## config.mk

```make
export PLATFORM = sky130hd
export DESIGN_NAME = intel_hex_record_encoder
export DESIGN_NICKNAME = d
export VERILOG_FILES = /design/src/sv/ihex_pkg.sv /design/src/sv/ihex_front.sv /design/src/sv/ihex_queue.sv /design/src/sv/ihex_back.sv /design/src/sv/intel_hex_record_encoder.sv
export SDC_FILE = /design/constraint.sdc
export NUM_CORES = 1
export LEC_CHECK = 0
export BUFFER_PORTS_ARGS = -buffer_cell sky130_fd_sc_hd__clkbuf_2
export CAP_MARGIN = 20
export CELL_PAD_IN_SITES_DETAIL_PLACEMENT = 0
export CELL_PAD_IN_SITES_GLOBAL_PLACEMENT = 1
export CORE_MARGIN = 2
export CORE_UTILIZATION = 50
export CTS_CLUSTER_SIZE = 28
export DETAILED_ROUTE_END_ITERATION = 12
export GPL_TIMING_DRIVEN = 1
export PLACE_DENSITY = 0.84
export RECOVER_POWER = 100
export SLEW_MARGIN = 40
export SYNTH_ARGS = -nofsm -noshare
export SYNTH_HDL_FRONTEND = slang
export SYNTH_SLANG_ARGS = --single-unit
```

## constraint.sdc

```tcl
create_clock -name clk -period 10.05 [get_ports clk]
set_input_delay 1.5075 -clock clk [delete_from_list [all_inputs] [get_ports clk]]
set_output_delay 1.5075 -clock clk [all_outputs]
set_load 0.01 [all_outputs]
```

## src/sv/ihex_pkg.sv

```systemverilog
`default_nettype none
package ihex_pkg;

  // One input word: a data byte and its record framing.
  typedef struct packed {
    logic [7:0]  data_byte;
    logic [7:0]  record_length;
    logic [15:0] load_address;
    logic        first_of_record;
    logic        last_of_record;
  } in_word_t;

  // One output word: a character of the record line.
  typedef struct packed {
    logic [6:0] ascii_char;
    logic       end_of_line;
  } out_word_t;

  // Classified entry handed from the front to the back.
  typedef struct packed {
    logic [7:0]  data_byte;
    logic [7:0]  record_length;
    logic [15:0] load_address;
    logic        first_of_record;
    logic        last_of_record;
    logic [7:0]  checksum;
  } ihex_entry_t;

  // Character positions of a record line.
  typedef enum logic [3:0] {
    PH_COLON,
    PH_LEN_HI,
    PH_LEN_LO,
    PH_ADDR_3,
    PH_ADDR_2,
    PH_ADDR_1,
    PH_ADDR_0,
    PH_TYPE_HI,
    PH_TYPE_LO,
    PH_DATA_HI,
    PH_DATA_LO,
    PH_CHK_HI,
    PH_CHK_LO,
    PH_CR,
    PH_LF
  } ihex_phase_t;

  localparam logic [6:0] CHAR_COLON = 7'h3A;
  localparam logic [6:0] CHAR_ZERO  = 7'h30;
  localparam logic [6:0] CHAR_CR    = 7'h0D;
  localparam logic [6:0] CHAR_LF    = 7'h0A;
  localparam logic [6:0] CHAR_ALPHA = 7'h37;  // 'A' minus ten

  // Upper-case hex digit of a nibble.
  function automatic logic [6:0] hex_char(input logic [3:0] nib);
    logic [6:0] wide;
    wide = {3'b000, nib};
    if (nib < 4'd10) begin
      hex_char = CHAR_ZERO + wide;
    end else begin
      hex_char = CHAR_ALPHA + wide;
    end
  endfunction

endpackage
`default_nettype wire

```

## src/sv/ihex_front.sv

```systemverilog
`default_nettype none
module ihex_front
  import ihex_pkg::*;
(
  input  wire logic        clk,
  input  wire logic        rst_n,
  input  wire logic        in_push,
  output logic             in_full,
  input  wire in_word_t    in_word,
  input  wire logic        q_full,
  output logic             q_push,
  output ihex_entry_t      q_entry
);

  logic [7:0] running_sum_r;
  logic [7:0] running_sum_nxt;
  logic [7:0] base_sum;
  logic [7:0] byte_sum;

  assign in_full = q_full;
  assign q_push  = in_push && !q_full;

  // Restart the sum from the header bytes on a first word.
  always_comb begin
    if (in_word.first_of_record) begin
      base_sum = in_word.record_length + in_word.load_address[15:8]
               + in_word.load_address[7:0];
    end else begin
      base_sum = running_sum_r;
    end
    byte_sum = base_sum + in_word.data_byte;
    running_sum_nxt = in_word.last_of_record ? 8'h00 : byte_sum;
  end

  always_comb begin
    q_entry.data_byte       = in_word.data_byte;
    q_entry.record_length   = in_word.record_length;
    q_entry.load_address    = in_word.load_address;
    q_entry.first_of_record = in_word.first_of_record;
    q_entry.last_of_record  = in_word.last_of_record;
    q_entry.checksum        = 8'h00 - byte_sum;
  end

  always_ff @(posedge clk) begin
    if (!rst_n) begin
      running_sum_r <= 8'h00;
    end else if (q_push) begin
      running_sum_r <= running_sum_nxt;
    end
  end

endmodule
`default_nettype wire

```

## src/sv/ihex_queue.sv

```systemverilog
`default_nettype none
module ihex_queue
  import ihex_pkg::*;
#(
  parameter int DEPTH = 2
) (
  input  wire logic        clk,
  input  wire logic        rst_n,
  input  wire logic        push,
  input  wire ihex_entry_t push_entry,
  output logic             full,
  input  wire logic        pop,
  output ihex_entry_t      head_entry,
  output logic             nonempty
);

  localparam int PTR_W = (DEPTH > 1) ? $clog2(DEPTH) : 1;
  localparam int CNT_W = $clog2(DEPTH + 1);

  ihex_entry_t slots_r [DEPTH];
  logic [PTR_W-1:0] wr_ptr_r;
  logic [PTR_W-1:0] rd_ptr_r;
  logic [CNT_W-1:0] count_r;
  logic             do_push;
  logic             do_pop;

  assign full       = (count_r == CNT_W'(DEPTH));
  assign nonempty   = (count_r != '0);
  assign do_push    = push && !full;
  assign do_pop     = pop && nonempty;
  assign head_entry = slots_r[rd_ptr_r];

  always_ff @(posedge clk) begin
    if (do_push) begin
      slots_r[wr_ptr_r] <= push_entry;
    end
  end

  always_ff @(posedge clk) begin
    if (!rst_n) begin
      wr_ptr_r <= '0;
      rd_ptr_r <= '0;
      count_r  <= '0;
    end else begin
      if (do_push) begin
        wr_ptr_r <= (wr_ptr_r == PTR_W'(DEPTH - 1)) ? '0 : wr_ptr_r + 1'b1;
      end
      if (do_pop) begin
        rd_ptr_r <= (rd_ptr_r == PTR_W'(DEPTH - 1)) ? '0 : rd_ptr_r + 1'b1;
      end
      if (do_push && !do_pop) begin
        count_r <= count_r + 1'b1;
      end else if (do_pop && !do_push) begin
        count_r <= count_r - 1'b1;
      end
    end
  end

endmodule
`default_nettype wire

```

## src/sv/ihex_back.sv

```systemverilog
`default_nettype none
module ihex_back
  import ihex_pkg::*;
(
  input  wire logic        clk,
  input  wire logic        rst_n,
  input  wire logic        q_nonempty,
  input  wire ihex_entry_t q_head,
  output logic             q_pop,
  output logic             out_empty,
  input  wire logic        out_pop,
  output out_word_t        out_word
);

  ihex_entry_t cur_r;
  logic        busy_r;
  logic        busy_nxt;
  ihex_phase_t phase_r;
  ihex_phase_t phase_nxt;
  ihex_phase_t advance;
  logic        at_end;
  logic        take;
  logic        load;

  assign take   = busy_r && out_pop;
  assign at_end = (phase_r == PH_LF)
               || (phase_r == PH_DATA_LO && !cur_r.last_of_record);
  assign load   = q_nonempty && (!busy_r || (take && at_end));
  assign q_pop  = load;
  assign out_empty = !busy_r;

  // Next state: step through the line, reload from the queue at the end.
  always_comb begin
    unique case (phase_r)
      PH_COLON:   advance = PH_LEN_HI;
      PH_LEN_HI:  advance = PH_LEN_LO;
      PH_LEN_LO:  advance = PH_ADDR_3;
      PH_ADDR_3:  advance = PH_ADDR_2;
      PH_ADDR_2:  advance = PH_ADDR_1;
      PH_ADDR_1:  advance = PH_ADDR_0;
      PH_ADDR_0:  advance = PH_TYPE_HI;
      PH_TYPE_HI: advance = PH_TYPE_LO;
      PH_TYPE_LO: advance = PH_DATA_HI;
      PH_DATA_HI: advance = PH_DATA_LO;
      PH_DATA_LO: advance = PH_CHK_HI;
      PH_CHK_HI:  advance = PH_CHK_LO;
      PH_CHK_LO:  advance = PH_CR;
      PH_CR:      advance = PH_LF;
      PH_LF:      advance = PH_COLON;
      default:    advance = PH_COLON;
    endcase
    phase_nxt = phase_r;
    busy_nxt  = busy_r;
    if (load) begin
      busy_nxt  = 1'b1;
      phase_nxt = q_head.first_of_record ? PH_COLON : PH_DATA_HI;
    end else if (take) begin
      if (at_end) begin
        busy_nxt = 1'b0;
      end else begin
        phase_nxt = advance;
      end
    end
  end

  // Outputs: character of the current position.
  always_comb begin
    out_word.end_of_line = 1'b0;
    unique case (phase_r)
      PH_COLON:   out_word.ascii_char = CHAR_COLON;
      PH_LEN_HI:  out_word.ascii_char = hex_char(cur_r.record_length[7:4]);
      PH_LEN_LO:  out_word.ascii_char = hex_char(cur_r.record_length[3:0]);
      PH_ADDR_3:  out_word.ascii_char = hex_char(cur_r.load_address[15:12]);
      PH_ADDR_2:  out_word.ascii_char = hex_char(cur_r.load_address[11:8]);
      PH_ADDR_1:  out_word.ascii_char = hex_char(cur_r.load_address[7:4]);
      PH_ADDR_0:  out_word.ascii_char = hex_char(cur_r.load_address[3:0]);
      PH_TYPE_HI: out_word.ascii_char = CHAR_ZERO;
      PH_TYPE_LO: out_word.ascii_char = CHAR_ZERO;
      PH_DATA_HI: out_word.ascii_char = hex_char(cur_r.data_byte[7:4]);
      PH_DATA_LO: out_word.ascii_char = hex_char(cur_r.data_byte[3:0]);
      PH_CHK_HI:  out_word.ascii_char = hex_char(cur_r.checksum[7:4]);
      PH_CHK_LO:  out_word.ascii_char = hex_char(cur_r.checksum[3:0]);
      PH_CR:      out_word.ascii_char = CHAR_CR;
      PH_LF: begin
        out_word.ascii_char  = CHAR_LF;
        out_word.end_of_line = 1'b1;
      end
      default:    out_word.ascii_char = CHAR_ZERO;
    endcase
  end

  always_ff @(posedge clk) begin
    if (load) begin
      cur_r <= q_head;
    end
  end

  always_ff @(posedge clk) begin
    if (!rst_n) begin
      busy_r  <= 1'b0;
      phase_r <= PH_COLON;
    end else begin
      busy_r  <= busy_nxt;
      phase_r <= phase_nxt;
    end
  end

endmodule
`default_nettype wire

```

## src/sv/intel_hex_record_encoder.sv

```systemverilog
// Intel HEX data record encoder.
//
// Input channel (in_push / in_full / in_word): one word per data byte, with
// first_of_record and last_of_record marking the record frame. Length and
// load address are taken only from a first word.
// Output channel (out_empty / out_pop / out_word): one ASCII character per
// word; end_of_line is set on the final LF of each record.
//
// A plain byte gives 2 characters, a first byte 9 more for the header and a
// last byte 4 more for checksum and CR LF. The output side moves one
// character a cycle while the receiver keeps popping and, between entries,
// the queue is not empty; the character sequencer in the back end sets this.
// With the back end idle, an accepted word is written to the queue and then
// loaded into the back end's entry register; then its first character shows.
// The front keeps the running checksum and accepts at once; QUEUE_DEPTH
// entries buffer words between front and back.
// Reset clears the checksum, the queue and the sequencer; nothing is shown.
// When the receiver stalls, the current character holds and the queue fills;
// in_full rises once it is full.
`default_nettype none
module intel_hex_record_encoder
  import ihex_pkg::*;
#(
  parameter int QUEUE_DEPTH = 2
) (
  input  wire logic      clk,
  input  wire logic      rst_n,
  input  wire logic      in_push,
  output logic           in_full,
  input  wire in_word_t  in_word,
  output logic           out_empty,
  input  wire logic      out_pop,
  output out_word_t      out_word
);

  logic        q_full;
  logic        q_push;
  ihex_entry_t q_entry;
  logic        q_pop;
  ihex_entry_t q_head;
  logic        q_nonempty;

  // Front: accept words, advance the checksum, classify.
  ihex_front u_front (
    .clk     (clk),
    .rst_n   (rst_n),
    .in_push (in_push),
    .in_full (in_full),
    .in_word (in_word),
    .q_full  (q_full),
    .q_push  (q_push),
    .q_entry (q_entry)
  );

  // Queue: decouple acceptance from character output.
  ihex_queue #(
    .DEPTH (QUEUE_DEPTH)
  ) u_queue (
    .clk        (clk),
    .rst_n      (rst_n),
    .push       (q_push),
    .push_entry (q_entry),
    .full       (q_full),
    .pop        (q_pop),
    .head_entry (q_head),
    .nonempty   (q_nonempty)
  );

  // Back: walk each entry through its characters, one per pop.
  ihex_back u_back (
    .clk        (clk),
    .rst_n      (rst_n),
    .q_nonempty (q_nonempty),
    .q_head     (q_head),
    .q_pop      (q_pop),
    .out_empty  (out_empty),
    .out_pop    (out_pop),
    .out_word   (out_word)
  );

endmodule
`default_nettype wire
```

==> impl_metrics.csv <==
group,metric,value,unit
worst_setup_path,cp.required,10.20,ns
clock_tree,cts_resized,0,
worst_setup_path,startpoint,"in_word[3]",
routing,drcViolationCount,0,
worst_setup_path,r2r_end,"u_back.cur_r[32]",
pwr,p_per_area,272,nW/um^2
placed_design,dpl.hpwl,11700,um
sta,finalHoldViolations,0,
worst_setup_path,rr_worst_depth,5,
routing,avgViaCountPerCell,5.66,
final_layout,stdcell_count,851,
sta,worst_hold_slack,0.480,ns
pwr,ir_worst_vdd,0.133,mV
sta,period_minus_slack,4.89,ns
routing,initialDrtViolationCount,351,
final_layout,drive_above_1_share,9.90,%
synth,yosysUniqueCellTypes,64,
floorplan,chipHeight,126,um
worst_setup_path,crit_path_top_delay_cell,"fa_1",
worst_setup_path,criticalPathCategory,"primary input to register",
placed_design,placed_cell_area,7840,sq um
worst_setup_path,cp-end-kind,"register",
grt,grtUsageTotal,21.2,%
final_layout,area_growth,11.4,%
routing,vias,4815,
synth,syn_area_per_cell,12.3,sq um
sta,clock-skew-final,0.00647,ns
final_layout,final_common_cell,"edfxtp_1",
synth,yosysSeqAreaShare,56.7,%
synth,synth_nets,680,
outcome,outcome,"complete, but fails checks",
floorplan,io_pins,48,
clock_tree,cts_root_buffer,"clkbuf_16",
synth,synthArstFlopShare,0,%
worst_setup_path,ff2ff_setup_slack,6.10,ns
synth,syn_inst,604,
routing,first_pass_iters,5,
worst_setup_path,cp-start-kind,"primary input",
clock_tree,clock_sinks,147,
sta,relSlewSlack,-64.7,%
grt,grt_overflow_total,0,
synth,ys_seq_elements,147,
grt,antenna_found_initial,0,
synth,synthFlopType,"edfxtp_1",
final_layout,most-common-layout-cells,"edfxtp_1 (125), clkbuf_1 (51), inv_1 (48)",
synth,synth_edf_count,125,
floorplan,dieWidth,126,um
final_layout,n_antenna_cell,0,
clock_tree,cts_setup_buffers,0,
sta,worst_pin_slew,2.47,ns
clock_tree,cts.clk_slew.worst_paths,0.05,ns
flow_run,maxCapViolCount,4,
floorplan,rows,44,
grt,grt_pass1_wl,25600,um
clock_tree,cts_hold_buffers,0,
synth,syn_area,7400,sq um
clock_tree,cts_made_buffers,17,
routing,drt-total-wl,15900,um
floorplan,initial_utilization,51.1,%
floorplan,core-area,14500,sq um
sta,fin_setup_tns,0,ns
final_layout,fin_area,8250,sq um
placed_design,gp_congestion,0.944,
routing,antenna_left,0,
floorplan,dieArea,15800,sq um
placed_design,portBuffers,47,
synth,yosysWarnings,0,
clock_tree,clockBufferDepth,2,
clock_tree,cts_htree_levels,4,
grt,grt_max_degree,44,
worst_setup_path,worstReg2RegStart,"u_back.phase_r[3]",
worst_setup_path,critPathMaxFanout,4,
worst_setup_path,path_cells,"clkbuf_1 > inv_1 > fa_1 > inv_1 > ha_1 > fa_1 > mux2_2 > ha_1 > nor2b_1 > o21ai_0 > a21boi_0 > nor2_1 > nor3_1 > nor3b_1 > xor2_1",
pwr,leakage,2.98,nW
sta,slew_viol_final,172,
hold_path,hold_class,"register to register",
clock_tree,clock_latency,0.41,ns
sta,rsz0062_at_grt,"false",
worst_setup_path,cp-endpoint,"u_queue.slots_r[1][7]",
sta,max_freq,205,MHz
final_layout,fin_nets,733,
worst_setup_path,worstPathArrival,5.03,ns
sta,final-setup-viol-count,0,
worst_setup_path,cpPeakStageDelay,0.55,ns
placed_design,placedCellCount,822,
routing,wl_per_cell,18.7,um
hold_path,holdPathStages,2,
sta,fin_crit_sh,48.6,%
grt,grt_pass1_vias,4926,
outcome,violations,"capacitance limit, slew limit",
clock_tree,cts_tree,"done",
[final cells by class]
class	instances	area [sq um]
clock inverter	9	67.6
inverter	48	180
tap	184	230
sequential	147	4200
clock buffer	20	437
timing repair buffer	51	195
multi-input combinational	392	2940
fill	1199	6230
[cells in the mapped netlist, drive strengths merged (2+ instances only)]
cell,instances,area [sq um]
edfxtp,125,3750
inv,48,180
mux2,48,541
nor2,47,176
a21oi,37,193
o21ai,37,189
ha,29,363
nand2,27,101
xnor2,26,235
dfxtp,22,440
nor3,19,95.1
nand3,13,70.1
a22oi,9,67.6
buf,9,46.3
fa,9,180
xor2,9,78.8
clkbuf,8,30.0
nand2b,8,57.6
a211oi,7,62.6
a21o,6,46.3
nor2b,6,45.0
mux2i,5,50.1
o22ai,5,31.3
nor4,4,31.3
a32oi,3,26.3
nor3b,3,22.5
o211ai,3,22.5
o221ai,3,26.3
or3,3,18.8
a221oi,2,17.5
a31oi,2,12.5
o21bai,2,18.8
or4,2,15.0
[per-layer routing]
| metal | global-route usage (%) | wire length [um] | vias up | part of all wire [%] |
|---|---|---|---|---|
| li1 | - | - | 2338 | - |
| met1 | 27.2 | 7110 | 2323 | 45 |
| met2 | 34.8 | 7710 | 126 | 48 |
| met3 | 5.23 | 723 | 28 | 4.5 |
| met4 | 8.17 | 407 | 0 | 2.6 |
| met5 | 0 | 0 | - | 0 |
[state kept, by name (all words and copies together) (netlist names), named ones only]
register and count:
u_back.advance 4, u_back.busy_r 1, u_back.cur_r 41, u_back.phase_r 4, u_front.running_sum_r 8, u_queue.count_r 2, u_queue.rd_ptr_r 1, u_queue.slots_r 84
u_queue.wr_ptr_r 1
[how the worst min path moves through the flow]
stage                             startpoint                  endpoint
floorplan           u_front.running_sum_r[7]  u_front.running_sum_r[7]
finish              u_front.running_sum_r[7]  u_front.running_sum_r[7]
CTS                 u_front.running_sum_r[7]  u_front.running_sum_r[7]
global placement    u_front.running_sum_r[7]  u_front.running_sum_r[7]
detailed placement  u_front.running_sum_r[7]  u_front.running_sum_r[7]
global route        u_front.running_sum_r[7]  u_front.running_sum_r[7]
[power by group]
| group | internal, mW | switching, mW | leakage (nW) | total, mW |
|---|---|---|---|---|
| logic | 0.273 | 0.443 | 1.38 | 0.716 |
| clock network | 0.330 | 0.213 | 0.254 | 0.544 |
| registers | 0.878 | 0.108 | 1.35 | 0.986 |
| total | 1.48 | 0.764 | 2.98 | 2.25 |
[stage by stage]
| stage | power (mW) | setup slack (ns) | utilization [%] |
|---|---|---|---|
| 3_3_place_gp | 1.69 | 4.95 | 54.1 |
| 3_5_place_dp | 1.72 | 4.87 | 54.2 |
| 2_1_floorplan | 1.49 | 5.28 | - |
| 6_report | 2.25 | 5.16 | 57.0 |
| 4_1_cts | 2.27 | 5.26 | 57.6 |
| 5_1_grt | 2.38 | 4.97 | 57.0 |
[worst max-delay path: cells and delay by family]
kind	cells	cell delay (ns)
compound gates	2	0.44
xor+xnor	1	0.11
fa+ha+maj	4	1.58
buf+inv	3	0.23
mux	1	0.28
simple gates	4	0.87
[logic make-up after synthesis]
kind of cell	synth area share, %
flops	56.7
buf+inv	3.47
simple gates	9.35
mux	7.98
fa+ha+maj	7.34
compound gates	11.0
xor+xnor	4.24
(Power assumes the default switching activity.)
